File: config.mk
export PLATFORM = sky130hd
export DESIGN_NAME = pixel_fifo_pair_with_sprite_merge_flat
export DESIGN_NICKNAME = d
export VERILOG_FILES = /design/src/design/pfsm_pkg.sv /design/src/design/pfsm_if.sv /design/src/design/pfsm_slot_ram.sv /design/src/design/pixel_fifo_pair_with_sprite_merge.sv /design/src/flat_wrapper.sv
export SDC_FILE = /design/constraint.sdc
export NUM_CORES = 1
export LEC_CHECK = 0
export ABC_AREA = 1
export BUFFER_PORTS_ARGS = -buffer_cell sky130_fd_sc_hd__buf_2
export CAP_MARGIN = 40
export CELL_PAD_IN_SITES_DETAIL_PLACEMENT = 0
export CELL_PAD_IN_SITES_GLOBAL_PLACEMENT = 1
export CORE_ASPECT_RATIO = 0.8
export CORE_MARGIN = 3
export CORE_UTILIZATION = 54
export DETAILED_ROUTE_END_ITERATION = 12
export HOLD_SLACK_MARGIN = 0.12
export PLACE_DENSITY_LB_ADDON = 0.1
export SLEW_MARGIN = 20
export SYNTH_ARGS = -nofsm -noshare
export SYNTH_HDL_FRONTEND = slang
export SYNTH_HIERARCHICAL = 1
export SYNTH_SLANG_ARGS = --single-unit
export TNS_END_PERCENT = 1
File: constraint.sdc
create_clock -name clk -period 14.15 [get_ports clk]
set_clock_uncertainty 0.15 [all_clocks]
set_input_delay 0.7075 -clock clk [delete_from_list [all_inputs] [get_ports clk]]
set_output_delay 0.7075 -clock clk [all_outputs]
set_load 0.02 [all_outputs]
File: src/design/pfsm_pkg.sv
`timescale 1ns / 1ps
// pfsm_pkg: shared types and constants for the pixel fifo pair with sprite merge
// no dependencies

package pfsm_pkg;

	localparam int unsigned COUNT_W = 4;

	localparam logic [7:0] COLOR_EMPTY = 8'hFF;
	localparam logic [7:0] COLOR_CLEAR = 8'h00;

	typedef enum logic [2:0] {
		CMD_PUSH_BG  = 3'd0,
		CMD_PUSH_SPR = 3'd1,
		CMD_POP_BG   = 3'd2,
		CMD_POP_SPR  = 3'd3,
		CMD_CLR_BG   = 3'd4,
		CMD_CLR_SPR  = 3'd5
	} cmd_t;

	typedef enum logic [1:0] {
		MODE_IGNORE = 2'd0,
		MODE_FILL   = 2'd1,
		MODE_MERGE  = 2'd2
	} mode_t;

	typedef struct packed {
		logic [7:0] color;
		logic [1:0] source;
		logic [2:0] palette;
		logic       prio;
		logic [7:0] addr;
		logic [7:0] x;
	} pixel_t;

	typedef struct packed {
		logic [2:0] cmd;
		logic [2:0] pixel_index;
		logic [7:0] pixel_color;
		logic [1:0] pixel_source;
		logic [2:0] pixel_palette;
		logic       pixel_prio;
		logic [7:0] sprite_addr;
		logic [7:0] sprite_x;
	} in_item_t;

	typedef struct packed {
		logic               out_valid;
		logic               pop_error;
		logic [7:0]         out_color;
		logic [1:0]         out_source;
		logic [2:0]         out_palette;
		logic               out_prio;
		logic [7:0]         out_addr;
		logic [7:0]         out_x;
		logic [COUNT_W-1:0] bg_count;
		logic [COUNT_W-1:0] spr_count;
	} out_item_t;

endpackage

File: src/design/pfsm_if.sv
`timescale 1ns / 1ps
// pfsm_in_if, pfsm_out_if: valid/ready channels for items and results
// depends on pfsm_pkg

interface pfsm_in_if;
	logic                valid;
	logic                ready;
	pfsm_pkg::in_item_t  data;

	modport source(output valid, output data, input ready);
	modport sink(input valid, input data, output ready);
endinterface

interface pfsm_out_if;
	logic                valid;
	logic                ready;
	pfsm_pkg::out_item_t data;

	modport source(output valid, output data, input ready);
	modport sink(input valid, input data, output ready);
endinterface

File: src/design/pfsm_slot_ram.sv
`timescale 1ns / 1ps
// pfsm_slot_ram: pixel slot memory, one write and one registered read port
// per-slot valid bits make unwritten slots read back as the reset pixel; uses pfsm_pkg

module pfsm_slot_ram #(
	parameter int unsigned DEPTH       = 8,
	parameter logic [7:0]  RESET_COLOR = 8'h00
) (
	input  logic                     clk,
	input  logic                     arst_n,
	input  logic                     rd_en,
	input  logic [$clog2(DEPTH)-1:0] rd_addr,
	output pfsm_pkg::pixel_t         rd_data,
	input  logic                     wr_en,
	input  logic [$clog2(DEPTH)-1:0] wr_addr,
	input  pfsm_pkg::pixel_t         wr_data
);

	pfsm_pkg::pixel_t mem [DEPTH];
	logic [DEPTH-1:0] written_q;
	pfsm_pkg::pixel_t rd_data_q;
	pfsm_pkg::pixel_t reset_pixel;

	always_comb begin
		reset_pixel       = '0;
		reset_pixel.color = RESET_COLOR;
	end

	always_ff @(posedge clk or negedge arst_n) begin
		if (!arst_n) begin
			written_q <= '0;
		end else if (wr_en) begin
			written_q[wr_addr] <= 1'b1;
		end
	end

	always_ff @(posedge clk) begin
		if (wr_en) begin
			mem[wr_addr] <= wr_data;
		end
	end

	always_ff @(posedge clk) begin
		if (rd_en) begin
			rd_data_q <= written_q[rd_addr] ? mem[rd_addr] : reset_pixel;
		end
	end

	assign rd_data = rd_data_q;

endmodule

File: src/design/pixel_fifo_pair_with_sprite_merge.sv
`timescale 1ns / 1ps
// pixel_fifo_pair_with_sprite_merge: background and sprite pixel ring fifos
// with row fill / merge for sprites; uses pfsm_pkg, pfsm_if, pfsm_slot_ram
//
//   channel  dir  payload              transfer when
//   op       in   pfsm_pkg::in_item_t  op.valid & op.ready
//   result   out  pfsm_pkg::out_item_t result.valid & result.ready
//
// each item has a registered slot memory read, then an update step that moves
// pointers, writes the slot back and loads the result register
// reset clears pointers, counts and row mode, and the slot valid bits, so
// slots read as zero (background) or color 0xff (sprite) until written
// a new item is taken while a result waits; the update stage holds until
// the result register is free

module pixel_fifo_pair_with_sprite_merge #(
	parameter int unsigned FIFO_DEPTH = 8
) (
	input  logic       clk,
	input  logic       arst_n,
	pfsm_in_if.sink    op,
	pfsm_out_if.source result
);

	localparam int unsigned PTR_W   = $clog2(FIFO_DEPTH);
	localparam int unsigned CNT_W   = $clog2(FIFO_DEPTH + 1);
	localparam int unsigned OUT_CNT_W = pfsm_pkg::COUNT_W;
	localparam logic [PTR_W-1:0] PTR_LAST = PTR_W'(FIFO_DEPTH - 1);
	localparam logic [PTR_W-1:0] PTR_ONE  = PTR_W'(1);
	localparam logic [CNT_W-1:0] CNT_FULL = CNT_W'(FIFO_DEPTH);
	localparam logic [CNT_W-1:0] CNT_ONE  = CNT_W'(1);

	logic                busy_s1;
	pfsm_pkg::in_item_t  item_s1;

	logic [PTR_W-1:0]    bg_head_q, bg_tail_q, spr_head_q, spr_tail_q;
	logic [CNT_W-1:0]    bg_used_q, spr_used_q;
	logic                bg_empty_q, spr_empty_q;
	pfsm_pkg::mode_t     row_mode_q;

	logic [PTR_W-1:0]    bg_head_d, bg_tail_d, spr_head_d, spr_tail_d;
	logic [CNT_W-1:0]    bg_used_d, spr_used_d;
	logic                bg_empty_d, spr_empty_d;
	pfsm_pkg::mode_t     row_mode_d;

	logic                out_valid_q;
	pfsm_pkg::out_item_t out_data_q;
	pfsm_pkg::out_item_t res;

	logic                accept, done;
	logic [PTR_W-1:0]    spr_rd_addr;
	pfsm_pkg::pixel_t    bg_rd, spr_rd, bg_wd, spr_wd, px;
	logic                bg_we, spr_we;
	logic [PTR_W-1:0]    bg_wa, spr_wa;

	assign op.ready = !busy_s1;
	assign accept   = op.valid && !busy_s1;
	assign done     = busy_s1 && (!out_valid_q || result.ready);

	assign spr_rd_addr = (pfsm_pkg::cmd_t'(op.data.cmd) == pfsm_pkg::CMD_PUSH_SPR
		&& op.data.pixel_index != '0) ? spr_tail_q + PTR_ONE : spr_head_q;

	pfsm_slot_ram #(
		.DEPTH      (FIFO_DEPTH),
		.RESET_COLOR(pfsm_pkg::COLOR_CLEAR)
	) u_bg_ram (
		.clk    (clk),
		.arst_n (arst_n),
		.rd_en  (accept),
		.rd_addr(bg_head_q),
		.rd_data(bg_rd),
		.wr_en  (done && bg_we),
		.wr_addr(bg_wa),
		.wr_data(bg_wd)
	);

	pfsm_slot_ram #(
		.DEPTH      (FIFO_DEPTH),
		.RESET_COLOR(pfsm_pkg::COLOR_EMPTY)
	) u_spr_ram (
		.clk    (clk),
		.arst_n (arst_n),
		.rd_en  (accept),
		.rd_addr(spr_rd_addr),
		.rd_data(spr_rd),
		.wr_en  (done && spr_we),
		.wr_addr(spr_wa),
		.wr_data(spr_wd)
	);

	always_comb begin
		px.color   = item_s1.pixel_color;
		px.source  = item_s1.pixel_source;
		px.palette = item_s1.pixel_palette;
		px.prio    = item_s1.pixel_prio;
		px.addr    = item_s1.sprite_addr;
		px.x       = item_s1.sprite_x;
	end

	always_comb begin
		pfsm_pkg::mode_t  mode_v;
		logic [PTR_W-1:0] tail_v;
		logic [PTR_W-1:0] next_v;

		bg_head_d   = bg_head_q;
		bg_tail_d   = bg_tail_q;
		bg_used_d   = bg_used_q;
		bg_empty_d  = bg_empty_q;
		spr_head_d  = spr_head_q;
		spr_tail_d  = spr_tail_q;
		spr_used_d  = spr_used_q;
		spr_empty_d = spr_empty_q;
		row_mode_d  = row_mode_q;
		bg_we       = 1'b0;
		bg_wa       = bg_head_q;
		bg_wd       = bg_rd;
		spr_we      = 1'b0;
		spr_wa      = spr_head_q;
		spr_wd      = spr_rd;
		res         = '0;
		mode_v      = row_mode_q;
		tail_v      = spr_tail_q;
		next_v      = spr_tail_q + PTR_ONE;

		unique case (pfsm_pkg::cmd_t'(item_s1.cmd))
			pfsm_pkg::CMD_PUSH_BG: begin
				if (bg_empty_q) begin
					bg_head_d = '0;
				end
				bg_we        = 1'b1;
				bg_wa        = bg_tail_q + PTR_ONE;
				bg_wd        = '0;
				bg_wd.color  = item_s1.pixel_color;
				bg_wd.source = item_s1.pixel_source;
				bg_tail_d    = bg_tail_q + PTR_ONE;
				bg_empty_d   = 1'b0;
				bg_used_d    = (bg_used_q == CNT_FULL) ? bg_used_q : bg_used_q + CNT_ONE;
			end
			pfsm_pkg::CMD_PUSH_SPR: begin
				if (item_s1.pixel_index == '0) begin
					priority if (spr_empty_q
						|| (spr_head_q == '0 && item_s1.sprite_addr < spr_rd.addr)) begin
						mode_v     = pfsm_pkg::MODE_FILL;
						spr_head_d = '0;
					end else if (spr_head_q != '0 && spr_rd.x == item_s1.sprite_x) begin
						mode_v = pfsm_pkg::MODE_MERGE;
						tail_v = spr_head_q - PTR_ONE;
					end else begin
						mode_v = pfsm_pkg::MODE_IGNORE;
					end
				end
				next_v     = tail_v + PTR_ONE;
				row_mode_d = mode_v;
				spr_tail_d = tail_v;
				spr_wa     = next_v;
				spr_wd     = px;
				unique case (mode_v)
					pfsm_pkg::MODE_FILL: begin
						spr_we      = 1'b1;
						spr_tail_d  = next_v;
						spr_empty_d = 1'b0;
						spr_used_d  = (spr_used_q == CNT_FULL) ? spr_used_q
							: spr_used_q + CNT_ONE;
					end
					pfsm_pkg::MODE_MERGE: begin
						if (spr_rd.color == pfsm_pkg::COLOR_EMPTY
							|| spr_rd.color == pfsm_pkg::COLOR_CLEAR) begin
							spr_we     = 1'b1;
							spr_used_d = (spr_used_q == CNT_FULL) ? spr_used_q
								: spr_used_q + CNT_ONE;
						end
						spr_tail_d = next_v;
					end
					default: begin
					end
				endcase
			end
			pfsm_pkg::CMD_POP_BG: begin
				if (bg_empty_q || bg_used_q == '0) begin
					res.pop_error = 1'b1;
				end else begin
					res.out_valid  = 1'b1;
					res.out_color  = bg_rd.color;
					res.out_source = bg_rd.source;
					bg_we          = 1'b1;
					bg_wd.color    = pfsm_pkg::COLOR_EMPTY;
					if (bg_head_q == bg_tail_q) begin
						bg_head_d  = '0;
						bg_tail_d  = PTR_LAST;
						bg_used_d  = '0;
						bg_empty_d = 1'b1;
					end else begin
						bg_head_d = bg_head_q + PTR_ONE;
						bg_used_d = bg_used_q - CNT_ONE;
					end
				end
			end
			pfsm_pkg::CMD_POP_SPR: begin
				if (spr_empty_q || spr_used_q == '0) begin
					res.pop_error = 1'b1;
				end else begin
					res.out_valid   = 1'b1;
					res.out_color   = spr_rd.color;
					res.out_source  = spr_rd.source;
					res.out_palette = spr_rd.palette;
					res.out_prio    = spr_rd.prio;
					res.out_addr    = spr_rd.addr;
					res.out_x       = spr_rd.x;
					spr_we          = 1'b1;
					spr_wd.color    = pfsm_pkg::COLOR_EMPTY;
					if (spr_head_q == spr_tail_q) begin
						spr_head_d  = '0;
						spr_tail_d  = PTR_LAST;
						spr_used_d  = '0;
						spr_empty_d = 1'b1;
					end else begin
						spr_head_d = spr_head_q + PTR_ONE;
						spr_used_d = spr_used_q - CNT_ONE;
					end
				end
			end
			pfsm_pkg::CMD_CLR_BG: begin
				bg_head_d  = '0;
				bg_tail_d  = PTR_LAST;
				bg_used_d  = '0;
				bg_empty_d = 1'b1;
			end
			pfsm_pkg::CMD_CLR_SPR: begin
				spr_head_d  = '0;
				spr_tail_d  = PTR_LAST;
				spr_used_d  = '0;
				spr_empty_d = 1'b1;
				row_mode_d  = pfsm_pkg::MODE_IGNORE;
			end
			default: begin
			end
		endcase

		res.bg_count  = OUT_CNT_W'(bg_used_d);
		res.spr_count = OUT_CNT_W'(spr_used_d);
	end

	always_ff @(posedge clk or negedge arst_n) begin
		if (!arst_n) begin
			busy_s1 <= 1'b0;
		end else if (accept) begin
			busy_s1 <= 1'b1;
		end else if (done) begin
			busy_s1 <= 1'b0;
		end
	end

	always_ff @(posedge clk) begin
		if (accept) begin
			item_s1 <= op.data;
		end
	end

	always_ff @(posedge clk or negedge arst_n) begin
		if (!arst_n) begin
			bg_head_q   <= '0;
			bg_tail_q   <= PTR_LAST;
			bg_used_q   <= '0;
			bg_empty_q  <= 1'b1;
			spr_head_q  <= '0;
			spr_tail_q  <= PTR_LAST;
			spr_used_q  <= '0;
			spr_empty_q <= 1'b1;
			row_mode_q  <= pfsm_pkg::MODE_IGNORE;
		end else if (done) begin
			bg_head_q   <= bg_head_d;
			bg_tail_q   <= bg_tail_d;
			bg_used_q   <= bg_used_d;
			bg_empty_q  <= bg_empty_d;
			spr_head_q  <= spr_head_d;
			spr_tail_q  <= spr_tail_d;
			spr_used_q  <= spr_used_d;
			spr_empty_q <= spr_empty_d;
			row_mode_q  <= row_mode_d;
		end
	end

	always_ff @(posedge clk or negedge arst_n) begin
		if (!arst_n) begin
			out_valid_q <= 1'b0;
		end else if (done) begin
			out_valid_q <= 1'b1;
		end else if (result.ready) begin
			out_valid_q <= 1'b0;
		end
	end

	always_ff @(posedge clk) begin
		if (done) begin
			out_data_q <= res;
		end
	end

	assign result.valid = out_valid_q;
	assign result.data  = out_data_q;

endmodule

File: src/flat_wrapper.sv
// flat-port wrapper written by rule: the top's interface ports become plain ports
module pixel_fifo_pair_with_sprite_merge_flat 
#(
	parameter int unsigned FIFO_DEPTH = 8
)
  (clk, arst_n, op_valid, op_data, op_ready, result_valid, result_data, result_ready);
  pfsm_in_if op_i ();
  pfsm_out_if result_i ();
  input  logic clk;
  input  logic arst_n;
  input wire logic [$bits(op_i.valid)-1:0] op_valid;
  input wire logic [$bits(op_i.data)-1:0] op_data;
  output wire logic [$bits(op_i.ready)-1:0] op_ready;
  output wire logic [$bits(result_i.valid)-1:0] result_valid;
  output wire logic [$bits(result_i.data)-1:0] result_data;
  input wire logic [$bits(result_i.ready)-1:0] result_ready;
  assign op_i.valid = op_valid;
  assign op_i.data = op_data;
  assign op_ready = op_i.ready;
  assign result_valid = result_i.valid;
  assign result_data = result_i.data;
  assign result_i.ready = result_ready;
  pixel_fifo_pair_with_sprite_merge #(.FIFO_DEPTH(FIFO_DEPTH)) u_core (.clk(clk), .arst_n(arst_n), .op(op_i), .result(result_i));
endmodule
==> impl_metrics.tcl, run 1 <==
set metrics [dict create \
    syn_nets 2255 \
    synth.cell_area_um2 21700 \
    area_delta_synth_final_pct 12.2 \
    start_kind "flop" \
    rrSetupSlack_ps 9410 \
    final_hold_viol_count 0 \
    powerDensity_nw_per_um2 189 \
    worst_pin_slew_ps 813 \
    clock_path_buffers 3 \
    start_util_pct 54.9 \
    reg2reg_depth 18 \
    ioPinCount 82 \
    cts_tree "yes" \
    die_h_um 185 \
    die_area_um2 42700 \
    cts_resized 0 \
    antenna_left 0 \
    leakagePower_uw 0.0108 \
    dp_hpwl_um 33400 \
    endpoint "u_core/u_spr_ram/mem[5][13]" \
    wl_per_cell_um 18.2 \
    io_buffers 81 \
    fin_tns_setup_ps 0 \
    multi_input_area_um2 5440 \
    path_clk_slew_ps 70 \
    rsz0062_at_grt "false" \
    r2r-end "u_core/u_spr_ram/mem[5][13]" \
    cap_violations 0 \
    die_w_um 230 \
    ir_drop_v 0.000116 \
    worst_ep_required_time_ps 14260 \
    cts-root-buf "clkbuf_16" \
    finalSetupViolCount 0 \
    grt_max_degree 67 \
    path_class "reg2reg" \
    core_area_um2 39600 \
    maxSlewViolCount 0 \
    cts_buffers 47 \
    syn_avg_cell_area_um2 9.90 \
    yosysWarnings 6 \
    drive_above_1_share_pct 11.4 \
    avgViaCountPerCell 5.21 \
    antenna_found_initial 0 \
    finalWeightedCongestion 0.889 \
    drt_wl_total_um 51500 \
    regArea_um2 14200 \
    layout_min_cycle_time_ps 4740 \
    post_dp_cell_area_um2 22800 \
    postLayoutCellArea_um2 24400 \
    first_global_vias 14100 \
    finish.utilization_pct 61.5 \
    clkSinkCount 478 \
    drtIter0Drc 1426 \
    cp.arrival_ps 4850 \
    max_freq_mhz 211 \
    firstDrtPassIters 5 \
    cp-end-kind "flop" \
    timing.rr.start "u_core/spr_head_q[1]" \
    overflow 0 \
    drc 0 \
    antenna_cells 0 \
    vias 14800 \
    fillCellCount 3297 \
    clk_latency_ps 570 \
    max_slew_margin_pct 45.3 \
    holdCritPathClass "in2reg" \
    status "finished clean" \
    synthCells 2195 \
    period_share_pct 33.5 \
    grt_first_pass_wirelength_um 80400 \
    nets 2327 \
    worstPathMaxFanout 17 \
    h-tree-depth 2 \
    cp-startpoint "u_core/spr_head_q[1]" \
    num_rows 65 \
    grt_util_all_layers_pct 24.5 \
]
==> state kept, by name, indices dropped and copies added, names as in the netlist, 4 cells and up <==
signal	count
u_core/u_spr_ram/mem	240
u_core/u_bg_ram/mem	80
u_core/result.data	40
u_core/item_s1	36
u_core/u_spr_ram/rd_data	30
u_core/u_bg_ram/rd_data	10
u_core/u_bg_ram/written_q	8
u_core/u_spr_ram/written_q	8
u_core/bg_used_q	4
u_core/spr_used_q	4
==> critical path, stage by stage, from the launching register on <==
cell	delay [ps]
dfrtp_1	420
inv_1	170
ha_1	180
nand2_1	240
nor2_1	160
nand2_1	60
nor2_1	100
nand2_1	280
nand2_1	140
nand2_1	70
o21ai_0	100
inv_1	100
ha_1	370
inv_1	220
nand4_1	170
a21oi_1	250
nand2_1	350
nor2_4	640
buf_16	240
==> worst min-delay path by stage <==
stage,startpoint,end,cells after the start
6_report,op_data[6],u_core/item_s1[6],1
5_1_grt,op_data[17],u_core/item_s1[17],1
4_1_cts,op_data[6],u_core/item_s1[6],1
3_5_place_dp,u_core/u_spr_ram/written_q[1],u_core/u_spr_ram/written_q[1],2
3_3_place_gp,u_core/u_bg_ram/written_q[2],u_core/u_bg_ram/written_q[2],2
2_1_floorplan,arst_n,u_core/bg_head_q[0],0
==> power by group <==
part	total, uW	switching [uW]	leakage, uW	internal (uW)
Clock	1240	529	0.000756	708
Combinational	1430	1030	0.00564	397
Sequential	1930	84.1	0.00445	1850
Total	4600	1640	0.0108	2960
==> cells in the final DEF (no fill, tap or decap), types with 3 or more instances in the layout <==
master	count
buf_2	97
o21ai_1	15
o211ai_1	9
ha_1	20
inv_1	401
inv_2	15
nor2_4	9
clkbuf_8	3
nand4_1	7
dfstp_2	8
nand2_1	702
nor2_1	59
o22ai_1	12
clkinv_2	16
bufinv_16	4
xnor2_1	8
buf_4	25
clkbuf_16	48
buf_16	9
nor3_1	7
nand3_1	219
edfxtp_1	436
buf_12	4
a22oi_1	3
a21oi_1	18
clkinv_1	5
o21ai_0	64
xor2_1	9
clkbuf_1	4
dfrtp_1	34
nor2_2	4
==> metrics by stage <==
stage	setup WS, ps	hold slack, ps	total power (uW)	instances
floorplan	9530	262	2970	2195
global placement	9350	290	3320	2718
detailed placement	9420	297	3380	2746
CTS	9390	132	4610	2831
global route	9010	138	4870	2838
finish	9410	155	4600	2838
==> metal layers <==
layer | part of all wire (%) | global-route usage, % | up-vias
met3 | 5.8 | 3.44 | 76
met5 | 0 | 0 | -
met2 | 45 | 37.9 | 428
li1 | - | - | 7141
met4 | 2.2 | 6.48 | 0
met1 | 47 | 36.9 | 7141
==> layout make-up <==
class,instances,area share [%]
clock buffer,55,5.16
clock inverter,29,1.06
inverter,418,6.46
multi-input combinational,1185,22.3
sequential,478,58.1
tap,536,2.75
timing repair buffer,137,4.17
==> timing repair <==
action / CTS / global route
hold buffers: 1 / 0
endpoints found under the hold margin: 18 / 0
setup endpoints to repair: 0 / 0
buffers inserted: 0 / 0
Note: power is estimated with default switching activity, not from simulation.
==> inputs of run 2 (changes only) <==
CORE_UTILIZATION = 51   (was 54)
clock period = 4.6 ns   (was 14.15 ns; I/O delays follow)
==> impl_metrics.tcl, run 2 (synthesized netlist as in run 1, its figures left out) <==
set metrics [dict create \
    path_clk_slew_ps 60 \
    final_common_cell "nand2_1" \
    drive_above_1_share_pct 10.9 \
    area_delta_synth_final_pct 13.7 \
    cts_tree "yes" \
    setup_ws_ps 308 \
    finalSetupViolCount 0 \
    clock_path_buffers 3 \
    vias 14600 \
    cp.arrival_ps 4390 \
    avgViaCountPerCell 5.06 \
    worstPathMaxFanout 30 \
    die_w_um 237 \
    largest_reg_flops 240 \
    worst_pin_slew_ps 826 \
    layout_min_cycle_time_ps 4290 \
    h-tree-depth 2 \
    core_area_um2 41400 \
    drt_wl_total_um 51000 \
    nets 2370 \
    most-common-layout-cells "701 x nand2_1, 436 x edfxtp_1, 401 x inv_1" \
    ioPinCount 82 \
    final_hold_viol_count 0 \
    clk_latency_ps 570 \
    io_buffers 81 \
    crit_buf_inv 4 \
    grt_first_pass_wirelength_um 79800 \
    largest-register "u_core/u_spr_ram/mem" \
    antenna_left 0 \
    rsz0062_at_grt "false" \
    path_common_cell "nand2_1" \
    fin_tns_setup_ps 0 \
    period_share_pct 93.3 \
    cts-root-buf "clkbuf_16" \
    ir_drop_v 0.000482 \
    max_slew_margin_pct 44.4 \
    cap_violations 0 \
    die_area_um2 45100 \
    clkSinkCount 478 \
    wl_per_cell_um 17.7 \
    cp-end-kind "flop" \
    worst_ep_required_time_ps 4690 \
    post_dp_cell_area_um2 22800 \
    cts_buffers 48 \
    path_class "reg2reg" \
    postLayoutCellArea_um2 24700 \
    crit_family "simple AND/OR/NAND/NOR gates" \
    drtIter0Drc 1163 \
    fin_cells 2890 \
    numPlacedInstances 2754 \
    holdCritPathClass "in2reg" \
    die_h_um 191 \
    maxSlewViolCount 0 \
    first_global_vias 14100 \
    crit_slowest_cell "dfrtp_1" \
    slowest_delay_ps 440 \
    p_total_uw 14000 \
    start_util_pct 52.5 \
    drc 0 \
    num_rows 66 \
    grt_util_all_layers_pct 22.9 \
    dp_hpwl_um 32000 \
    overflow 0 \
    path_cells "inv_1 > ha_1 > nand2_1 > nor2_1 > nand2_1 > nor2_1 > nand2_1 > nand2_1 > nand2_1 > o21ai_0 > inv_1 > ha_1 > inv_1 > nand4_1 > a21oi_1 > nand2_2 > nor2_4 > buf_12" \
    antenna_cells 0 \
    finalWeightedCongestion 0.873 \
    status "finished clean" \
    powerDensity_nw_per_um2 568 \
    start_kind "flop" \
    leakagePower_uw 0.0110 \
    grt_max_degree 121 \
    firstDrtPassIters 5 \
    max_freq_mhz 233 \
    antenna_found_initial 0 \
    dp_slack_ps 248 \
]
[run 2: changes by cell type in the layout (fill, tap and decap cells not counted), sizes merged]
cell / delta
bufinv: -2
clkinv: +1
inv: -1
buf: +1
dlygate4sd3: +40
clkbuf: +5
[run 2: through the flow]
stage / hold slack [ps] / utilization (%)
floorplan: -216 / -
global placement: 257 / 54.8
detailed placement: 81.2 / 55.1
CTS: 196 / 59.6
global route: 225 / 59.7
finish: 227 / 59.7
[run 2: layer usage]
layer / share of wire [%] / vias up / GRT usage (%) / wire length (um)
li1: - / 7224 / - / -
met1: 48 / 6970 / 34.7 / 24400
met2: 45 / 367 / 35.6 / 22900
met3: 5.5 / 69 / 2.92 / 2800
met4: 1.8 / 0 / 5.04 / 897
met5: 0 / - / 0 / 0
[run 2: final timing paths]
path,cells after the start,endpoint,slack [ps],start
worst max-delay path,18,u_core/u_spr_ram/mem[5][14],310,u_core/spr_head_q[0]
worst min-delay path,2,u_core/item_s1[6],230,op_data[6]
worst max register to register,18,u_core/u_spr_ram/mem[5][14],310,u_core/spr_head_q[0]
worst min register to register,2,u_core/u_bg_ram/written_q[0],310,u_core/u_bg_ram/written_q[0]
max in group asynchronous,5,u_core/spr_head_q[2],2780,arst_n
min in group asynchronous,4,u_core/u_bg_ram/written_q[7],660,arst_n
[run 2: layout make-up]
class,instances,area [um^2]
inverters,418,1570
clock buffers,59,1280
clock inverters,27,186
well taps,544,681
fillers,3436,16700
repair buffers,179,1390
flip-flops and latches,478,14200
multi-input cells,1185,5440
[run 2: what timing repair did]
action / in CTS / in global routing
gates resized for setup: 0 / 1
endpoints found under the setup margin: 0 / 120
buffers inserted: 0 / 0
hold buffers: 41 / 0
hold endpoints to repair: 87 / 0
[run 2: where the power goes]
part           total, uW  internal [uW]  switching, uW
Combinational       4390           1260           3130
Sequential          5950           5690            263
Clock               3690           2090           1600
Total              14000           9040           4990
==> inputs of run 3 (changes only) <==
BUFFER_PORTS_ARGS = -buffer_cell sky130_fd_sc_hd__buf_4   (was -buffer_cell sky130_fd_sc_hd__buf_2)
==> impl_metrics.tcl, run 3 (synthesized netlist as in run 1, its figures left out) <==
set metrics [dict create \
    cp-end-kind "flop" \
    cp.arrival_ps 4300 \
    cts_setup_buffers 0 \
    avgViaCountPerCell 5.04 \
    drtIter0Drc 1298 \
    maxSlewViolCount 0 \
    cap_violations 0 \
    final_hold_viol_count 0 \
    r2r-end "u_core/u_spr_ram/mem[3][14]" \
    overflow 0 \
    min-delay-start "op_data[22]" \
    rrSetupSlack_ps 390 \
    grt_first_pass_wirelength_um 79800 \
    num_rows 66 \
    cts_tree "yes" \
    ir_drop_v 0.00117 \
    setup_ws_ps 385 \
    drt_wl_total_um 51400 \
    worst_ep_required_time_ps 4690 \
    status "finished clean" \
    worstPathMaxFanout 30 \
    grt_max_degree 125 \
    h-tree-depth 2 \
    reg2reg_depth 18 \
    hold_depth 2 \
    rsz0062_at_grt "false" \
    io_buffers 81 \
    die_area_um2 45100 \
    wl_per_cell_um 17.8 \
    core_area_um2 41400 \
    first_global_vias 14000 \
    clkSinkCount 478 \
    firstDrtPassIters 5 \
    path_class "reg2reg" \
    antenna_left 0 \
    largest-register "u_core/u_spr_ram/mem" \
    most-common-layout-cells "699 x nand2_1, 436 x edfxtp_1, 401 x inv_1" \
    fin_tns_setup_ps 0 \
    whs_endpoint "u_core/item_s1[22]" \
    path_clk_slew_ps 50 \
    dp_slack_ps 145 \
    finish.utilization_pct 60.2 \
    die_h_um 191 \
    clock_path_buffers 3 \
    cts_buffers 49 \
    timing.rr.start "u_core/spr_head_q[0]" \
    leakagePower_uw 0.0110 \
    dp_hpwl_um 31600 \
    area_delta_synth_final_pct 14.7 \
    ioPinCount 82 \
    cts-root-buf "clkbuf_16" \
    drc 0 \
    vias 14600 \
    finalWeightedCongestion 0.867 \
    nets 2370 \
    antenna_cells 0 \
    period_share_pct 91.6 \
    start_util_pct 52.5 \
    fillCellCount 3397 \
    max_slew_margin_pct 41.9 \
    drive_above_1_share_pct 11.0 \
    start_kind "flop" \
    die_w_um 237 \
    layout_min_cycle_time_ps 4210 \
    worst_pin_slew_ps 863 \
    powerDensity_nw_per_um2 571 \
    holdCritPathClass "in2reg" \
    finalSetupViolCount 0 \
    grt_util_all_layers_pct 22.8 \
    final_common_cell "nand2_1" \
    max_freq_mhz 237 \
    antenna_found_initial 0 \
    largest_reg_flops 240 \
    clk_latency_ps 560 \
]
-- run 3: cell types whose count changed in the layout (fill, tap and decap cells not counted), moves of 2 or more --
cell and delta:
clkbuf_1 +6, nand2_1 -2, buf_4 +86, buf_2 -82
clkinv_1 -3, clkinvlp_4 -2, nand2_2 +2, bufinv_16 +3
clkinv_2 -3, buf_12 -3
-- run 3: worst max-delay path by stage --
stage,startpoint,to,cells past startpoint
global route,u_core/spr_head_q[0],u_core/u_spr_ram/mem[3][15],18
detailed placement,u_core/spr_head_q[0],u_core/u_spr_ram/mem[7][12],18
finish,u_core/spr_head_q[0],u_core/u_spr_ram/mem[3][14],18
global placement,u_core/spr_head_q[0],u_core/u_spr_ram/mem[7][14],18
CTS,u_core/spr_head_q[0],u_core/u_spr_ram/mem[7][12],18
floorplan,u_core/busy_s1,u_core/item_s1[0],1
-- run 3: area by class of cell --
class	count	area (um^2)	area share, %
Sequential cell	478	14200	56.8
Multi-Input combinational cell	1185	5450	21.9
Inverter	418	1570	6.32
Timing Repair Buffer	178	1520	6.09
Clock buffer	65	1310	5.25
Tap cell	544	681	2.73
Clock inverter	22	235	0.944
-- run 3: per-stage QoR --
step | power (uW) | std cells | area (um^2) | hold WS [ps]
after floorplan | 9140 | 2195 | 21700 | -216
after global placement | 10300 | 2744 | 22900 | 128
after detailed placement | 10400 | 2756 | 22900 | 136
after CTS | 14300 | 2884 | 24900 | 208
after global routing | 15100 | 2890 | 24900 | 228
final | 14200 | 2890 | 24900 | 246
-- run 3: critical path: stages (launching register included) --
cell and delay [ps]:
dfrtp_1 430, inv_1 180, ha_1 170, nand2_1 220, nor2_1 180, nand2_1 70, nor2_1 150, nand2_2 170
nand2_1 100, nand2_1 70, o21ai_0 120, inv_1 100, ha_1 380, inv_1 230, nand4_1 200, a21oi_2 270
nand2_2 240, nor2_4 190, buf_12 240
-- run 3: routing by layer --
| layer | GRT usage (%) | vias to the layer above | routed length (um) | share of wire [%] |
|---|---|---|---|---|
| met5 | 0 | - | 0 | 0 |
| met4 | 4.72 | 0 | 801 | 1.6 |
| met3 | 3.20 | 54 | 2890 | 5.6 |
| met2 | 35.3 | 385 | 23300 | 45 |
| met1 | 34.7 | 6892 | 24400 | 48 |
| li1 | - | 7235 | - | - |
-- run 3: repair_timing --
item                       4_1_cts  5_1_grt
hold buffers                    41        0
setup endpoints to repair        0      240
gates resized for setup          0        4
hold endpoints to repair        80        0
-- run 3: report_power, final --
part           internal (uW)  switching, uW  total, uW
logic                   1300           3120       4420
registers               5690            264       5960
clock network           2270           1590       3860
